===== src/i2cm_pkg.sv =====
// Shared types and constants for the I2C master byte engine.
// Used by the front decoder, the item queue, the bus engine and the top level.
package i2cm_pkg;

    localparam int IN_TDATA_W  = 16;
    localparam int OUT_TDATA_W = 16;
    localparam int APB_ADDR_W  = 3;
    localparam int APB_DATA_W  = 32;

    // Register index taken from paddr[2].
    localparam logic REG_HALF_PERIOD = 1'b0;
    localparam logic REG_TAIL        = 1'b1;

    localparam logic [7:0] HALF_PERIOD_RESET = 8'd4;
    localparam logic [7:0] TAIL_RESET        = 8'd6;

    typedef enum logic [2:0] {
        CMD_NONE  = 3'd0,
        CMD_START = 3'd1,
        CMD_STOP  = 3'd2,
        CMD_ADDR  = 3'd3,
        CMD_BYTE  = 3'd4,
        CMD_RECV  = 3'd5
    } t_cmd;

    typedef enum logic [3:0] {
        PH_IDLE,
        PH_ST_HIGH,
        PH_ST_LOW,
        PH_SP_WAIT,
        PH_SP_END,
        PH_BIT_LOW,
        PH_BIT_HIGH,
        PH_TAIL
    } t_phase;

    typedef enum logic [1:0] {
        SG_SEND_DATA,
        SG_RECV_ACK,
        SG_RECV_DATA,
        SG_SEND_ACK
    } t_stage;

    typedef struct packed {
        t_cmd       cmd;
        logic [7:0] tx_byte;
        logic       send_ack;
        logic       sda;
        logic       scl;
    } t_item;

    typedef struct packed {
        logic [7:0] half_period_ticks;
        logic [7:0] tail_ticks;
    } t_cfg;

    typedef struct packed {
        logic       bus_error;
        logic [7:0] received_byte;
        logic       done_res;
        logic       ready_res;
        logic       sda_release;
        logic       scl_release;
    } t_result;

    typedef struct packed {
        t_phase     phase;
        t_stage     stage;
        logic [3:0] bits_left;
        logic [7:0] shift_reg;
        logic [7:0] tick_count;
        logic       error_flag;
        logic [7:0] rx_hold;
        logic       ack_choice;
        logic       scl_drv;
        logic       sda_drv;
        logic       done;
    } t_eng;

endpackage


===== src/i2cm_front.sv =====
// Front part: unpacks an incoming stream item and classifies its command.
// Depends on i2cm_pkg; feeds i2cm_queue.
module i2cm_front import i2cm_pkg::*; (
    input  logic                  i_tvalid,
    input  logic [IN_TDATA_W-1:0] i_tdata,
    input  logic                  i_space,
    output logic                  o_tready,
    output logic                  o_push,
    output t_item                 o_item
);

    logic [2:0] w_raw_cmd;
    logic [7:0] w_data;
    logic       w_read_mode;

    assign w_raw_cmd   = i_tdata[2:0];
    assign w_data      = i_tdata[10:3];
    assign w_read_mode = i_tdata[11];

    assign o_tready = i_space;
    assign o_push   = i_tvalid & i_space;

    always_comb begin
        o_item.send_ack = i_tdata[12];
        o_item.sda      = i_tdata[13];
        o_item.scl      = i_tdata[14];
        o_item.tx_byte  = w_data;
        // Codes without meaning are treated as no command.
        unique case (w_raw_cmd)
            CMD_START, CMD_STOP, CMD_BYTE, CMD_RECV: begin
                o_item.cmd = t_cmd'(w_raw_cmd);
            end
            CMD_ADDR: begin
                o_item.cmd     = CMD_ADDR;
                o_item.tx_byte = w_data | {7'd0, w_read_mode};
            end
            default: begin
                o_item.cmd = CMD_NONE;
            end
        endcase
    end

endmodule


===== src/i2cm_queue.sv =====
// Two-entry item queue between the front decoder and the bus engine.
// Depends on i2cm_pkg for the item type.
module i2cm_queue import i2cm_pkg::*; (
    input  logic  i_clk,
    input  logic  i_rst_n,
    input  logic  i_push,
    input  t_item i_item,
    output logic  o_space,
    input  logic  i_pop,
    output logic  o_valid,
    output t_item o_item
);

    t_item      r_mem [2];
    logic       r_wr_ptr;
    logic       r_rd_ptr;
    logic [1:0] r_count;
    logic [1:0] n_count;

    assign o_space = (r_count != 2'd2);
    assign o_valid = (r_count != 2'd0);
    assign o_item  = r_mem[r_rd_ptr];

    always_comb begin
        n_count = r_count;
        if (i_push && !i_pop) begin
            n_count = r_count + 2'd1;
        end else if (!i_push && i_pop) begin
            n_count = r_count - 2'd1;
        end
    end

    always_ff @(posedge i_clk) begin
        if (!i_rst_n) begin
            r_wr_ptr <= 1'b0;
            r_rd_ptr <= 1'b0;
            r_count  <= 2'd0;
        end else begin
            r_count <= n_count;
            if (i_push) begin
                r_wr_ptr <= ~r_wr_ptr;
            end
            if (i_pop) begin
                r_rd_ptr <= ~r_rd_ptr;
            end
        end
    end

    always_ff @(posedge i_clk) begin
        if (i_push) begin
            r_mem[r_wr_ptr] <= i_item;
        end
    end

endmodule


===== src/i2cm_engine.sv =====
// Back part: the I2C bus sequencer, advanced by one item per tick, with its
// registered result. Depends on i2cm_pkg; takes items from i2cm_queue.
module i2cm_engine import i2cm_pkg::*; (
    input  logic    i_clk,
    input  logic    i_rst_n,
    input  t_cfg    i_cfg,
    input  logic    i_valid,
    input  t_item   i_item,
    output logic    o_pop,
    output logic    o_out_valid,
    input  logic    i_out_ready,
    output t_result o_result
);

    t_eng    r_st;
    t_eng    n_st;
    logic    r_out_valid;
    t_result r_result;
    t_result n_result;
    logic    w_take;

    function automatic logic bit_drive(t_eng s);
        logic d;
        unique case (s.stage)
            SG_SEND_DATA: d = s.shift_reg[7];
            SG_SEND_ACK:  d = ~s.ack_choice;
            default:      d = 1'b1;
        endcase
        return d;
    endfunction

    function automatic t_eng begin_bits(t_eng s, t_stage sg, logic [3:0] count);
        t_eng r;
        r            = s;
        r.stage      = sg;
        r.bits_left  = count;
        r.scl_drv    = 1'b0;
        r.sda_drv    = bit_drive(r);
        r.phase      = PH_BIT_LOW;
        r.tick_count = 8'd1;
        return r;
    endfunction

    function automatic t_eng begin_stop(t_eng s);
        t_eng r;
        r            = s;
        r.sda_drv    = 1'b0;
        r.scl_drv    = 1'b1;
        r.phase      = PH_SP_WAIT;
        r.tick_count = 8'd0;
        return r;
    endfunction

    function automatic t_eng finish(t_eng s);
        t_eng r;
        r            = s;
        r.phase      = PH_IDLE;
        r.tick_count = 8'd0;
        r.done       = 1'b1;
        return r;
    endfunction

    function automatic t_eng end_tail(t_eng s);
        t_eng r;
        r = s;
        unique case (s.stage)
            SG_SEND_DATA: r = begin_bits(s, SG_RECV_ACK, 4'd1);
            SG_RECV_ACK: begin
                // A high acknowledge is a NACK: flag it and release the bus.
                if (s.shift_reg[0]) begin
                    r.error_flag = 1'b1;
                    r = begin_stop(r);
                end else begin
                    r = finish(s);
                end
            end
            SG_RECV_DATA: begin
                r.rx_hold = s.shift_reg;
                r = begin_bits(r, SG_SEND_ACK, 4'd1);
            end
            SG_SEND_ACK: begin
                r.sda_drv = 1'b1;
                r = finish(r);
            end
        endcase
        return r;
    endfunction

    function automatic t_eng enter_tail(t_eng s, logic [7:0] tail);
        t_eng r;
        r         = s;
        r.scl_drv = 1'b0;
        if (tail == 8'd0) begin
            r = end_tail(r);
        end else begin
            r.phase      = PH_TAIL;
            r.tick_count = 8'd1;
        end
        return r;
    endfunction

    logic [7:0] w_hp;
    logic [7:0] w_limit;

    assign w_hp    = (i_cfg.half_period_ticks == 8'd0) ? 8'd1 : i_cfg.half_period_ticks;
    assign w_limit = (r_st.phase == PH_TAIL) ? i_cfg.tail_ticks : w_hp;

    always_comb begin
        n_st      = r_st;
        n_st.done = 1'b0;
        if (r_st.phase == PH_IDLE) begin
            unique case (i_item.cmd)
                CMD_START: begin
                    n_st.scl_drv    = 1'b1;
                    n_st.phase      = PH_ST_HIGH;
                    n_st.tick_count = 8'd1;
                end
                CMD_STOP: n_st = begin_stop(n_st);
                CMD_ADDR, CMD_BYTE: begin
                    n_st.shift_reg = i_item.tx_byte;
                    n_st = begin_bits(n_st, SG_SEND_DATA, 4'd8);
                end
                CMD_RECV: begin
                    n_st.ack_choice = i_item.send_ack;
                    n_st.shift_reg  = 8'd0;
                    n_st = begin_bits(n_st, SG_RECV_DATA, 4'd8);
                end
                default: begin
                end
            endcase
        end else if (r_st.phase == PH_SP_WAIT || r_st.phase == PH_BIT_HIGH) begin
            // High halves only count ticks while SCL reads high (stretching).
            if (i_item.scl) begin
                n_st.tick_count = r_st.tick_count + 8'd1;
            end
            if (n_st.tick_count >= w_hp) begin
                if (r_st.phase == PH_SP_WAIT) begin
                    n_st.sda_drv    = 1'b1;
                    n_st.phase      = PH_SP_END;
                    n_st.tick_count = 8'd1;
                end else begin
                    n_st.shift_reg = {r_st.shift_reg[6:0], i_item.sda};
                    n_st.bits_left = r_st.bits_left - 4'd1;
                    n_st.scl_drv   = 1'b0;
                    if (n_st.bits_left != 4'd0) begin
                        n_st.sda_drv    = bit_drive(n_st);
                        n_st.phase      = PH_BIT_LOW;
                        n_st.tick_count = 8'd1;
                    end else begin
                        n_st = enter_tail(n_st, i_cfg.tail_ticks);
                    end
                end
            end
        end else if (r_st.tick_count < w_limit) begin
            n_st.tick_count = r_st.tick_count + 8'd1;
        end else begin
            unique case (r_st.phase)
                PH_ST_HIGH: begin
                    n_st.sda_drv    = 1'b0;
                    n_st.phase      = PH_ST_LOW;
                    n_st.tick_count = 8'd1;
                end
                PH_ST_LOW: begin
                    n_st.scl_drv = 1'b0;
                    n_st.sda_drv = 1'b1;
                    n_st = finish(n_st);
                end
                PH_SP_END: n_st = finish(n_st);
                PH_BIT_LOW: begin
                    n_st.scl_drv    = 1'b1;
                    n_st.phase      = PH_BIT_HIGH;
                    n_st.tick_count = 8'd0;
                end
                PH_TAIL: n_st = end_tail(n_st);
                default: begin
                    n_st.phase      = PH_IDLE;
                    n_st.tick_count = 8'd0;
                end
            endcase
        end
    end

    always_comb begin
        n_result.scl_release   = n_st.scl_drv;
        n_result.sda_release   = n_st.sda_drv;
        n_result.ready_res     = (n_st.phase == PH_IDLE);
        n_result.done_res      = n_st.done;
        n_result.received_byte = n_st.rx_hold;
        n_result.bus_error     = n_st.error_flag;
    end

    // The output register frees itself in the cycle its result is taken.
    assign w_take      = i_valid & (~r_out_valid | i_out_ready);
    assign o_pop       = w_take;
    assign o_out_valid = r_out_valid;
    assign o_result    = r_result;

    always_ff @(posedge i_clk) begin
        if (!i_rst_n) begin
            r_st.phase      <= PH_IDLE;
            r_st.stage      <= SG_SEND_DATA;
            r_st.bits_left  <= 4'd0;
            r_st.shift_reg  <= 8'd0;
            r_st.tick_count <= 8'd0;
            r_st.error_flag <= 1'b0;
            r_st.rx_hold    <= 8'd0;
            r_st.ack_choice <= 1'b0;
            r_st.scl_drv    <= 1'b1;
            r_st.sda_drv    <= 1'b1;
            r_st.done       <= 1'b0;
            r_out_valid     <= 1'b0;
        end else begin
            if (w_take) begin
                r_st <= n_st;
            end
            r_out_valid <= w_take | (r_out_valid & ~i_out_ready);
        end
    end

    always_ff @(posedge i_clk) begin
        if (w_take) begin
            r_result <= n_result;
        end
    end

endmodule


===== src/i2c_master_byte_engine.sv =====
// Top level of the I2C master byte engine: configuration registers and the
// front decoder, item queue and bus engine. Depends on i2cm_pkg and all src modules.
//
//  Channel   Direction  Handshake               Contents
//  s_axis    in         tvalid/tready           one bus tick: command and line samples
//  m_axis    out        tvalid/tready           one result per tick: drives and status
//  APB       in         psel/penable/pready     half_period_ticks (0x0), tail_ticks (0x4)
//
// One item is taken every clock cycle while the queue has space; the bus engine
// updates its state once per item. A result passes through the queue and then the
// engine's output register. Reset is synchronous and needs no clearing pass.
// When m_axis stalls, the queue absorbs up to two items before s_axis_tready falls.
module i2c_master_byte_engine import i2cm_pkg::*; (
    input  logic                   i_clk,
    input  logic                   i_rst_n,
    input  logic                   s_axis_tvalid,
    output logic                   s_axis_tready,
    // [2:0] command, [10:3] data_byte, [11] read_mode, [12] send_ack,
    // [13] sda_sample, [14] scl_sample, [15] zero
    input  logic [IN_TDATA_W-1:0]  s_axis_tdata,
    output logic                   m_axis_tvalid,
    input  logic                   m_axis_tready,
    // [0] scl_release, [1] sda_release, [2] ready_res, [3] done_res,
    // [11:4] received_byte, [12] bus_error, [15:13] zero
    output logic [OUT_TDATA_W-1:0] m_axis_tdata,
    input  logic                   psel,
    input  logic                   penable,
    input  logic                   pwrite,
    input  logic [APB_ADDR_W-1:0]  paddr,
    input  logic [APB_DATA_W-1:0]  pwdata,
    output logic [APB_DATA_W-1:0]  prdata,
    output logic                   pready
);

    t_cfg    r_cfg;
    logic    w_cfg_wr;
    logic    w_reg_idx;
    logic    w_space;
    logic    w_push;
    t_item   w_in_item;
    logic    w_q_valid;
    t_item   w_q_item;
    logic    w_pop;
    t_result w_result;

    assign pready    = 1'b1;
    assign w_reg_idx = paddr[2];
    assign w_cfg_wr  = psel & penable & pwrite & pready;

    always_ff @(posedge i_clk) begin
        if (!i_rst_n) begin
            r_cfg.half_period_ticks <= HALF_PERIOD_RESET;
            r_cfg.tail_ticks        <= TAIL_RESET;
        end else if (w_cfg_wr) begin
            unique case (w_reg_idx)
                REG_HALF_PERIOD: r_cfg.half_period_ticks <= pwdata[7:0];
                REG_TAIL:        r_cfg.tail_ticks        <= pwdata[7:0];
            endcase
        end
    end

    always_comb begin
        unique case (w_reg_idx)
            REG_HALF_PERIOD: prdata = {24'd0, r_cfg.half_period_ticks};
            REG_TAIL:        prdata = {24'd0, r_cfg.tail_ticks};
        endcase
    end

    i2cm_front u_front (
        .i_tvalid (s_axis_tvalid),
        .i_tdata  (s_axis_tdata),
        .i_space  (w_space),
        .o_tready (s_axis_tready),
        .o_push   (w_push),
        .o_item   (w_in_item)
    );

    i2cm_queue u_queue (
        .i_clk   (i_clk),
        .i_rst_n (i_rst_n),
        .i_push  (w_push),
        .i_item  (w_in_item),
        .o_space (w_space),
        .i_pop   (w_pop),
        .o_valid (w_q_valid),
        .o_item  (w_q_item)
    );

    i2cm_engine u_engine (
        .i_clk       (i_clk),
        .i_rst_n     (i_rst_n),
        .i_cfg       (r_cfg),
        .i_valid     (w_q_valid),
        .i_item      (w_q_item),
        .o_pop       (w_pop),
        .o_out_valid (m_axis_tvalid),
        .i_out_ready (m_axis_tready),
        .o_result    (w_result)
    );

    assign m_axis_tdata = {3'd0, w_result};

    // A finishing command always leaves the engine idle.
    a_done_idle: assert property (@(posedge i_clk) disable iff (!i_rst_n)
        (m_axis_tvalid && m_axis_tdata[3]) |-> m_axis_tdata[2])
        else $error("done_res without ready_res");

    // The bus error flag, once reported, stays set until reset.
    a_error_sticky: assert property (@(posedge i_clk) disable iff (!i_rst_n)
        (m_axis_tvalid && m_axis_tdata[12]) |=> m_axis_tdata[12])
        else $error("bus_error cleared without reset");

    // The queue only fills up behind a stalled output.
    a_fill_on_stall: assert property (@(posedge i_clk) disable iff (!i_rst_n)
        $fell(s_axis_tready) |-> $past(m_axis_tvalid && !m_axis_tready))
        else $error("input stalled while output was flowing");

endmodule


===== config.mk =====
export PLATFORM = sky130hd
export DESIGN_NAME = i2c_master_byte_engine
export DESIGN_NICKNAME = d
export VERILOG_FILES = /design/src/i2cm_pkg.sv /design/src/i2cm_front.sv /design/src/i2cm_queue.sv /design/src/i2cm_engine.sv /design/src/i2c_master_byte_engine.sv
export SDC_FILE = /design/constraint.sdc
export NUM_CORES = 1
export LEC_CHECK = 0
export BUFFER_PORTS_ARGS = -buffer_cell sky130_fd_sc_hd__buf_2
export CORE_UTILIZATION = 45
export CTS_BUF_LIST = sky130_fd_sc_hd__clkbuf_8
export DETAILED_ROUTE_END_ITERATION = 8
export GPL_TIMING_DRIVEN = 0
export HOLD_SLACK_MARGIN = 0.06
export PLACE_DENSITY = 0.66
export SYNTH_ARGS = -nofsm -noshare
export SYNTH_HDL_FRONTEND = slang
export SYNTH_SLANG_ARGS = --single-unit

===== constraint.sdc =====
create_clock -name i_clk -period 8.4 [get_ports i_clk]
set_input_delay 0.42 -clock i_clk [delete_from_list [all_inputs] [get_ports i_clk]]
set_output_delay 0.42 -clock i_clk [all_outputs]
set_load 0.02 [all_outputs]

==> results.toml, run 1 <==
[setup_path]
arrival_ns = 4.97
element_type_at_the_critical_path_end = "flop"
path_max_fanout = 10
setup.worst_path.class = "reg -> reg"
cp.required_ns = 8.73
start_kind = "flop"

[synthesis]
synth_seq_cells = 101
syn_area_mm2 = 0.006345
netlist.area_leader.share = 0.1940
postSynth.topFlopCell = "dfxtp_1"
synth-warning-count = 0
post_synthesis_cell_type_count = 75
post_synth_main_area_contributors = "edfxtp_1 19%, dfxtp_1 19%, nand2_1 5.9%, ha_1 4.7%, buf_4 3.3%"
asyncSetResetFlopFracSynth = 0
post_synth_edffs = 41
synth_top_cell_by_area = "edfxtp_1"
per_instance_average_area_after_synthesis_um2 = 8.739
syn_inst = 726
yosysSeqAreaShare = 0.3834

[die]
core.rowCount = 43
die_x_um = 120.7
boundaryPins = 109
fp.dieArea_mm2 = 0.01458
die_h_um = 120.7
fp.coreArea_mm2 = 0.01383
floorplan.initialDensity = 0.4589

[timing]
rsz0062_at_grt = "no"
hold_slack_ns = 0.2104
slew-limit-headroom = 0.2048
slew_limit_fails = 0
timing_worst_slew_pin_value_ns = 1.188
setup_tns_ns = 0
setup_viol_count_final = 0
setup_ws_post_layout_ns = 3.751
timing_hold_violations_final = 0
final.period_utilization = 0.5534
fmaxAchievable_ghz = 0.2151
final_worst_clock_skew_ns = 0.01353
post-route-min-period_ns = 4.649

[global_routing]
grt-ovfl-total = 0
number_of_global_route_vias_before_repair = 5319
grt_use_total = 0.2528
grt_start_max_net_pins = 23
grt_first_pass_wirelength_mm = 28.12
grt_antenna_before_repair = 0

[placed_design]
dpl.hpwl_mm = 13.49
input_output_buffers = 52
pre_cts_ws_ns = 3.768
gp_congestion = 0.9839
placed_cell_count = 984
dpl-instance-area_mm2 = 0.006928

[routing]
vias = 5856
top_layer_used = "met4"
drtPass1Iterations = 5
avgRoutedWirePerCell_um = 17.88
vias_per_cell = 5.856
residual_drc = 0
routedLengthMet1_mm = 8.124
first_iter_violations = 477
met3_length_mm = 1.239
antenna_violating_nets_post_route = 0
routed_length_on_met2_mm = 8.054
drt-total-wl_mm = 17.88

[finish]
finish.net_count = 897
post_route_cell_area_mm2 = 0.007126
instances_no_fill = 1000
final_layout_size_suffix_gt1_frac = 0.1512
syn2layout_area_growth_pct = 12.31
antennaDiodeCount = 0
top_library_cells_by_usage_in_the_layout_fill_and_taps_aside = "99 x nand2_1, 60 x dfxtp_1, 59 x buf_2"
layout_commonest_cell = "nand2_1"
final_core_util = 0.5153
fillers = 1327

[clock_network]
clock_insertion_delay_worst_skew_ns = 0.39
cts_sinks = 101
cts_made_buffers = 9
cts_hold_repair.buffers = 0
clk_transition_reported_paths_ns = 0.11
clk_path_buf_depth = 2
cts_tree = "built"
h-tree-depth = 3
post-cts-setup-buffers = 0
ctsRootBufferMaster = "clkbuf_8"
cts_resized = 0

[power]
vdd_drop_max_uv = 136.2
cell_leakage_power_nw = 2.789
power_density_mw_per_mm2 = 274.1
totalPowerFinal_mw = 1.953

[hold_path]
holdCritPathClass = "in -> reg"

[run_status]
run_status = "finished, final reports clean"

[run]
timing.max_cap.violations = 0
-- area by class of cell --
| cell class | count | area (µm²) | share of cell area |
|---|---|---|---|
| well taps | 180 | 225.2 | 0.03161 |
| multi-input cells | 560 | 3547 | 0.4978 |
| inverters | 30 | 112.6 | 0.01580 |
| plain buffers | 61 | 350.3 | 0.04917 |
| clock inverters | 7 | 73.82 | 0.01036 |
| flip-flops and latches | 101 | 2432 | 0.3414 |
| repair buffers | 52 | 260.3 | 0.03652 |
| clock buffers | 9 | 123.9 | 0.01738 |
-- cell families after synthesis --
logic type | after synthesis | share of synthesized area
adder cells (fa/ha/maj) | 24 | 0.04733
XOR/XNOR | 14 | 0.01933
flip-flops | 101 | 0.3834
multiplexers | 21 | 0.03411
AO/OA/AOI/OAI | 225 | 0.2536
buffers and inverters | 91 | 0.07296
other | 2 | 0.001184
AND/OR/NAND/NOR | 248 | 0.1881
-- synth_stat cells (8+ instances only) --
| master | n |
|---|---|
| ha_1 | 24 |
| o211ai_1 | 21 |
| edfxtp_1 | 41 |
| a21boi_0 | 17 |
| nor2_1 | 50 |
| o221ai_1 | 8 |
| o31ai_1 | 9 |
| nor2b_1 | 10 |
| a21oi_1 | 39 |
| nor3_1 | 11 |
| o211a_1 | 8 |
| nand2_1 | 99 |
| dfxtp_1 | 60 |
| clkbuf_1 | 24 |
| mux2i_1 | 16 |
| inv_1 | 30 |
| and2_1 | 8 |
| buf_4 | 28 |
| nand3_1 | 23 |
| o21ai_0 | 42 |
-- power by group --
group / total (mW) / switching (mW) / internal (mW)
logic: 0.948 / 0.640 / 0.308
clock network: 0.322 / 0.182 / 0.139
registers: 0.684 / 0.0634 / 0.620
-- worst paths after layout --
path	end	slack, ns	startpoint	cells after the start
hold / removal	u_queue.r_mem[0][6]	0.21	s_axis_tdata[6]	1
setup reg to reg	u_engine.r_st[20]	3.75	flop	11
hold reg to reg	u_engine.r_st[3]	0.48	u_engine.r_st[3]	2
setup / recovery	u_engine.r_st[20]	3.75	flop	11
-- registers in the layout, summed over array words and instances, names as in the netlist, named ones only --
name and cells:
u_queue.r_rd_ptr 1, u_engine.r_st 38, u_queue.r_count 2, u_queue.r_wr_ptr 1, r_cfg 16, u_engine.o_out_valid 1, u_engine.o_result 13, u_queue.r_mem 28
-- critical path: stages (launching register included) --
cell and delay, ns:
dfxtp_1 0.32, clkbuf_1 0.34, mux2i_1 0.96, xor2_1 0.22
ha_1 0.34, nand2b_1 0.14, a2111oi_0 0.72, nor3_2 0.22
nor2_1 0.64, nor2_1 0.22, a311o_1 0.32, o22ai_1 0.16
-- routing by layer --
| metal | GRT usage | vias to the layer above |
|---|---|---|
| met5 | 0 | - |
| met1 | 0.3460 | 2776 |
| met3 | 0.04104 | 34 |
| met4 | 0.1034 | 0 |
| met2 | 0.3958 | 233 |
| li1 | - | 2813 |
No activity file was read; power rests on OpenSTA's default activity.
==> run 2, diff against run 1 <==
- clock period: 8.4 -> 4.8 ns (I/O delays scaled with it)
==> run 2 against run 1 <==
Net effect: largest cell class unchanged; highest routed layer unchanged; largest power group unchanged; die area unchanged; routed wire length up 1.2%; critical path depth down 1; combinational power up 76%; clock power up 75%.
==> results.toml, run 2 (synthesized netlist as in run 1, its figures left out) <==
[setup_path]
reg2reg_slack_ns = 0.36
critPathMaxStageDelay_ns = 0.70
crit_path_cell_chain = "clkbuf_1 -> mux2i_2 -> mux2_2 -> ha_1 -> a2111oi_0 -> nor3_2 -> o21ai_0 -> o22ai_1 -> a22o_1 -> o311a_1"
r2r.worst_path.cells = 10
element_type_at_the_critical_path_end = "flop"
arrival_ns = 4.72
rr_endpoint = "u_engine.r_st[34]"
critPathTopFamily = "compound AO/OA/AOI/OAI gates"
path_max_fanout = 10
start_kind = "flop"
setup.worst_path.class = "reg -> reg"
cp_num_buf_inv = 1
cp.required_ns = 5.08
worst_path_max_delay_cell = "mux2i_2"

[finish]
syn2layout_area_growth_pct = 13.98
largest_register_ffs = 38
registers.top_by_ff_count = "u_engine.r_st"
top_library_cells_by_usage_in_the_layout_fill_and_taps_aside = "99 x nand2_1, 60 x dfxtp_1, 59 x buf_2"
antennaDiodeCount = 0
layout_top_registers = "u_engine.r_st x38, u_queue.r_mem x28, r_cfg x16"
final_layout_size_suffix_gt1_frac = 0.1518
finish.net_count = 907
layout_commonest_cell = "nand2_1"

[routing]
drt-total-wl_mm = 18.09
residual_drc = 0
vias = 5883
avgRoutedWirePerCell_um = 17.91
drtPass1Iterations = 5
vias_per_cell = 5.825
antenna_violating_nets_post_route = 0
first_iter_violations = 487

[timing]
timing_worst_slew_pin_value_ns = 1.182
setup_viol_count_final = 0
setup_ws_post_layout_ns = 0.3634
rsz0062_at_grt = "no"
fmaxAchievable_ghz = 0.2254
final_worst_clock_skew_ns = 0.01465
setup_tns_ns = 0
timing_hold_violations_final = 0
slew-limit-headroom = 0.2088
post-route-min-period_ns = 4.437
final.period_utilization = 0.9243
slew_limit_fails = 0

[global_routing]
grt_antenna_before_repair = 0
number_of_global_route_vias_before_repair = 5356
grt_use_total = 0.2543
grt_first_pass_wirelength_mm = 28.27
grt-ovfl-total = 0
grt_start_max_net_pins = 23

[hold_path]
timing.hold.worst.start = "pwdata[1]"
timing.hold.worst_endpoint = "r_cfg[1]"
cell_depth_of_the_worst_min_delay_path = 3
holdCritPathClass = "in -> reg"

[power]
cell_leakage_power_nw = 2.831
totalPowerFinal_mw = 3.427
vdd_drop_max_uv = 238.3
power_density_mw_per_mm2 = 473.9

[die]
die_h_um = 120.7
floorplan.initialDensity = 0.4589
fp.dieArea_mm2 = 0.01458
fp.coreArea_mm2 = 0.01383
core.rowCount = 43
die_x_um = 120.7
boundaryPins = 109

[clock_network]
post-cts-setup-buffers = 0
cts_sinks = 101
cts_tree = "built"
cts_made_buffers = 9
clock_insertion_delay_worst_skew_ns = 0.40
ctsRootBufferMaster = "clkbuf_8"
clk_path_buf_depth = 2
h-tree-depth = 3
clk_transition_reported_paths_ns = 0.11

[run]
timing.max_cap.violations = 0

[run_status]
run_status = "finished, final reports clean"

[placed_design]
gp_congestion = 0.9839
dpl.hpwl_mm = 13.49
input_output_buffers = 52
pre_cts_ws_ns = 0.1676
-- run 2: cell count changes in the layout (fill, tap and decap cells not counted), sizes merged --
cell | before | now
dlygate4sd3 | 0 | 10
-- run 2: worst max-delay path by stage --
stage | to | slack [ns] | cells after the start
after detailed placement | u_engine.r_st[20] | 0.17 | 10
after CTS | u_engine.r_st[20] | 0.16 | 10
final | u_engine.r_st[34] | 0.36 | 10
after global placement | u_engine.r_st[20] | 0.18 | 11
after floorplan | u_engine.o_result[7] | 1.09 | 10
after global routing | u_engine.r_st[34] | 0.01 | 11
-- run 2: per-layer routing --
metal / vias up / part of all wire / track usage
met2: 240 / 0.45 / 0.3998
met1: 2781 / 0.46 / 0.3472
li1: 2831 / - / -
met5: - / 0 / 0
met4: 0 / 0.024 / 0.1034
met3: 31 / 0.061 / 0.04104
-- run 2: timing repair --
action                                  in CTS  in global routing
hold endpoints to repair                    20                  0
gates resized for setup                      0                  2
hold buffers                                10                  0
endpoints found under the setup margin       0                 30
-- run 2: cell type report --
cell class / instances / area (µm²)
buffer: 61 / 350.3
clock buffer: 9 / 123.9
clock inverter: 7 / 73.82
fill: 1319 / 6595
inverter: 30 / 112.6
multi-input combinational: 560 / 3553
sequential: 101 / 2432
tap: 180 / 225.2
timing repair buffer: 62 / 360.3
-- run 2: power breakdown --
group | switching, mW | internal [mW]
sequential | 0.111 | 1.09
combinational | 1.12 | 0.546
clock | 0.321 | 0.244
total | 1.55 | 1.87
-- run 2: tightest hold or removal path, cell delays in order --
cell and delay, ns:
buf_2 0.09, nand2_1 0.05, nand3_1 0.06
-- run 2: stage by stage --
step,instance area (µm²),cells,util,hold WS [ns]
final,7232,1010,0.5230,0.07549
after global routing,7232,1010,0.5230,0.07862
after CTS,7226,1010,0.5226,0.06671
after detailed placement,6928,984,0.5010,0.4314
after global placement,6928,984,0.5010,0.4273
after floorplan,6442,752,-,0.3389
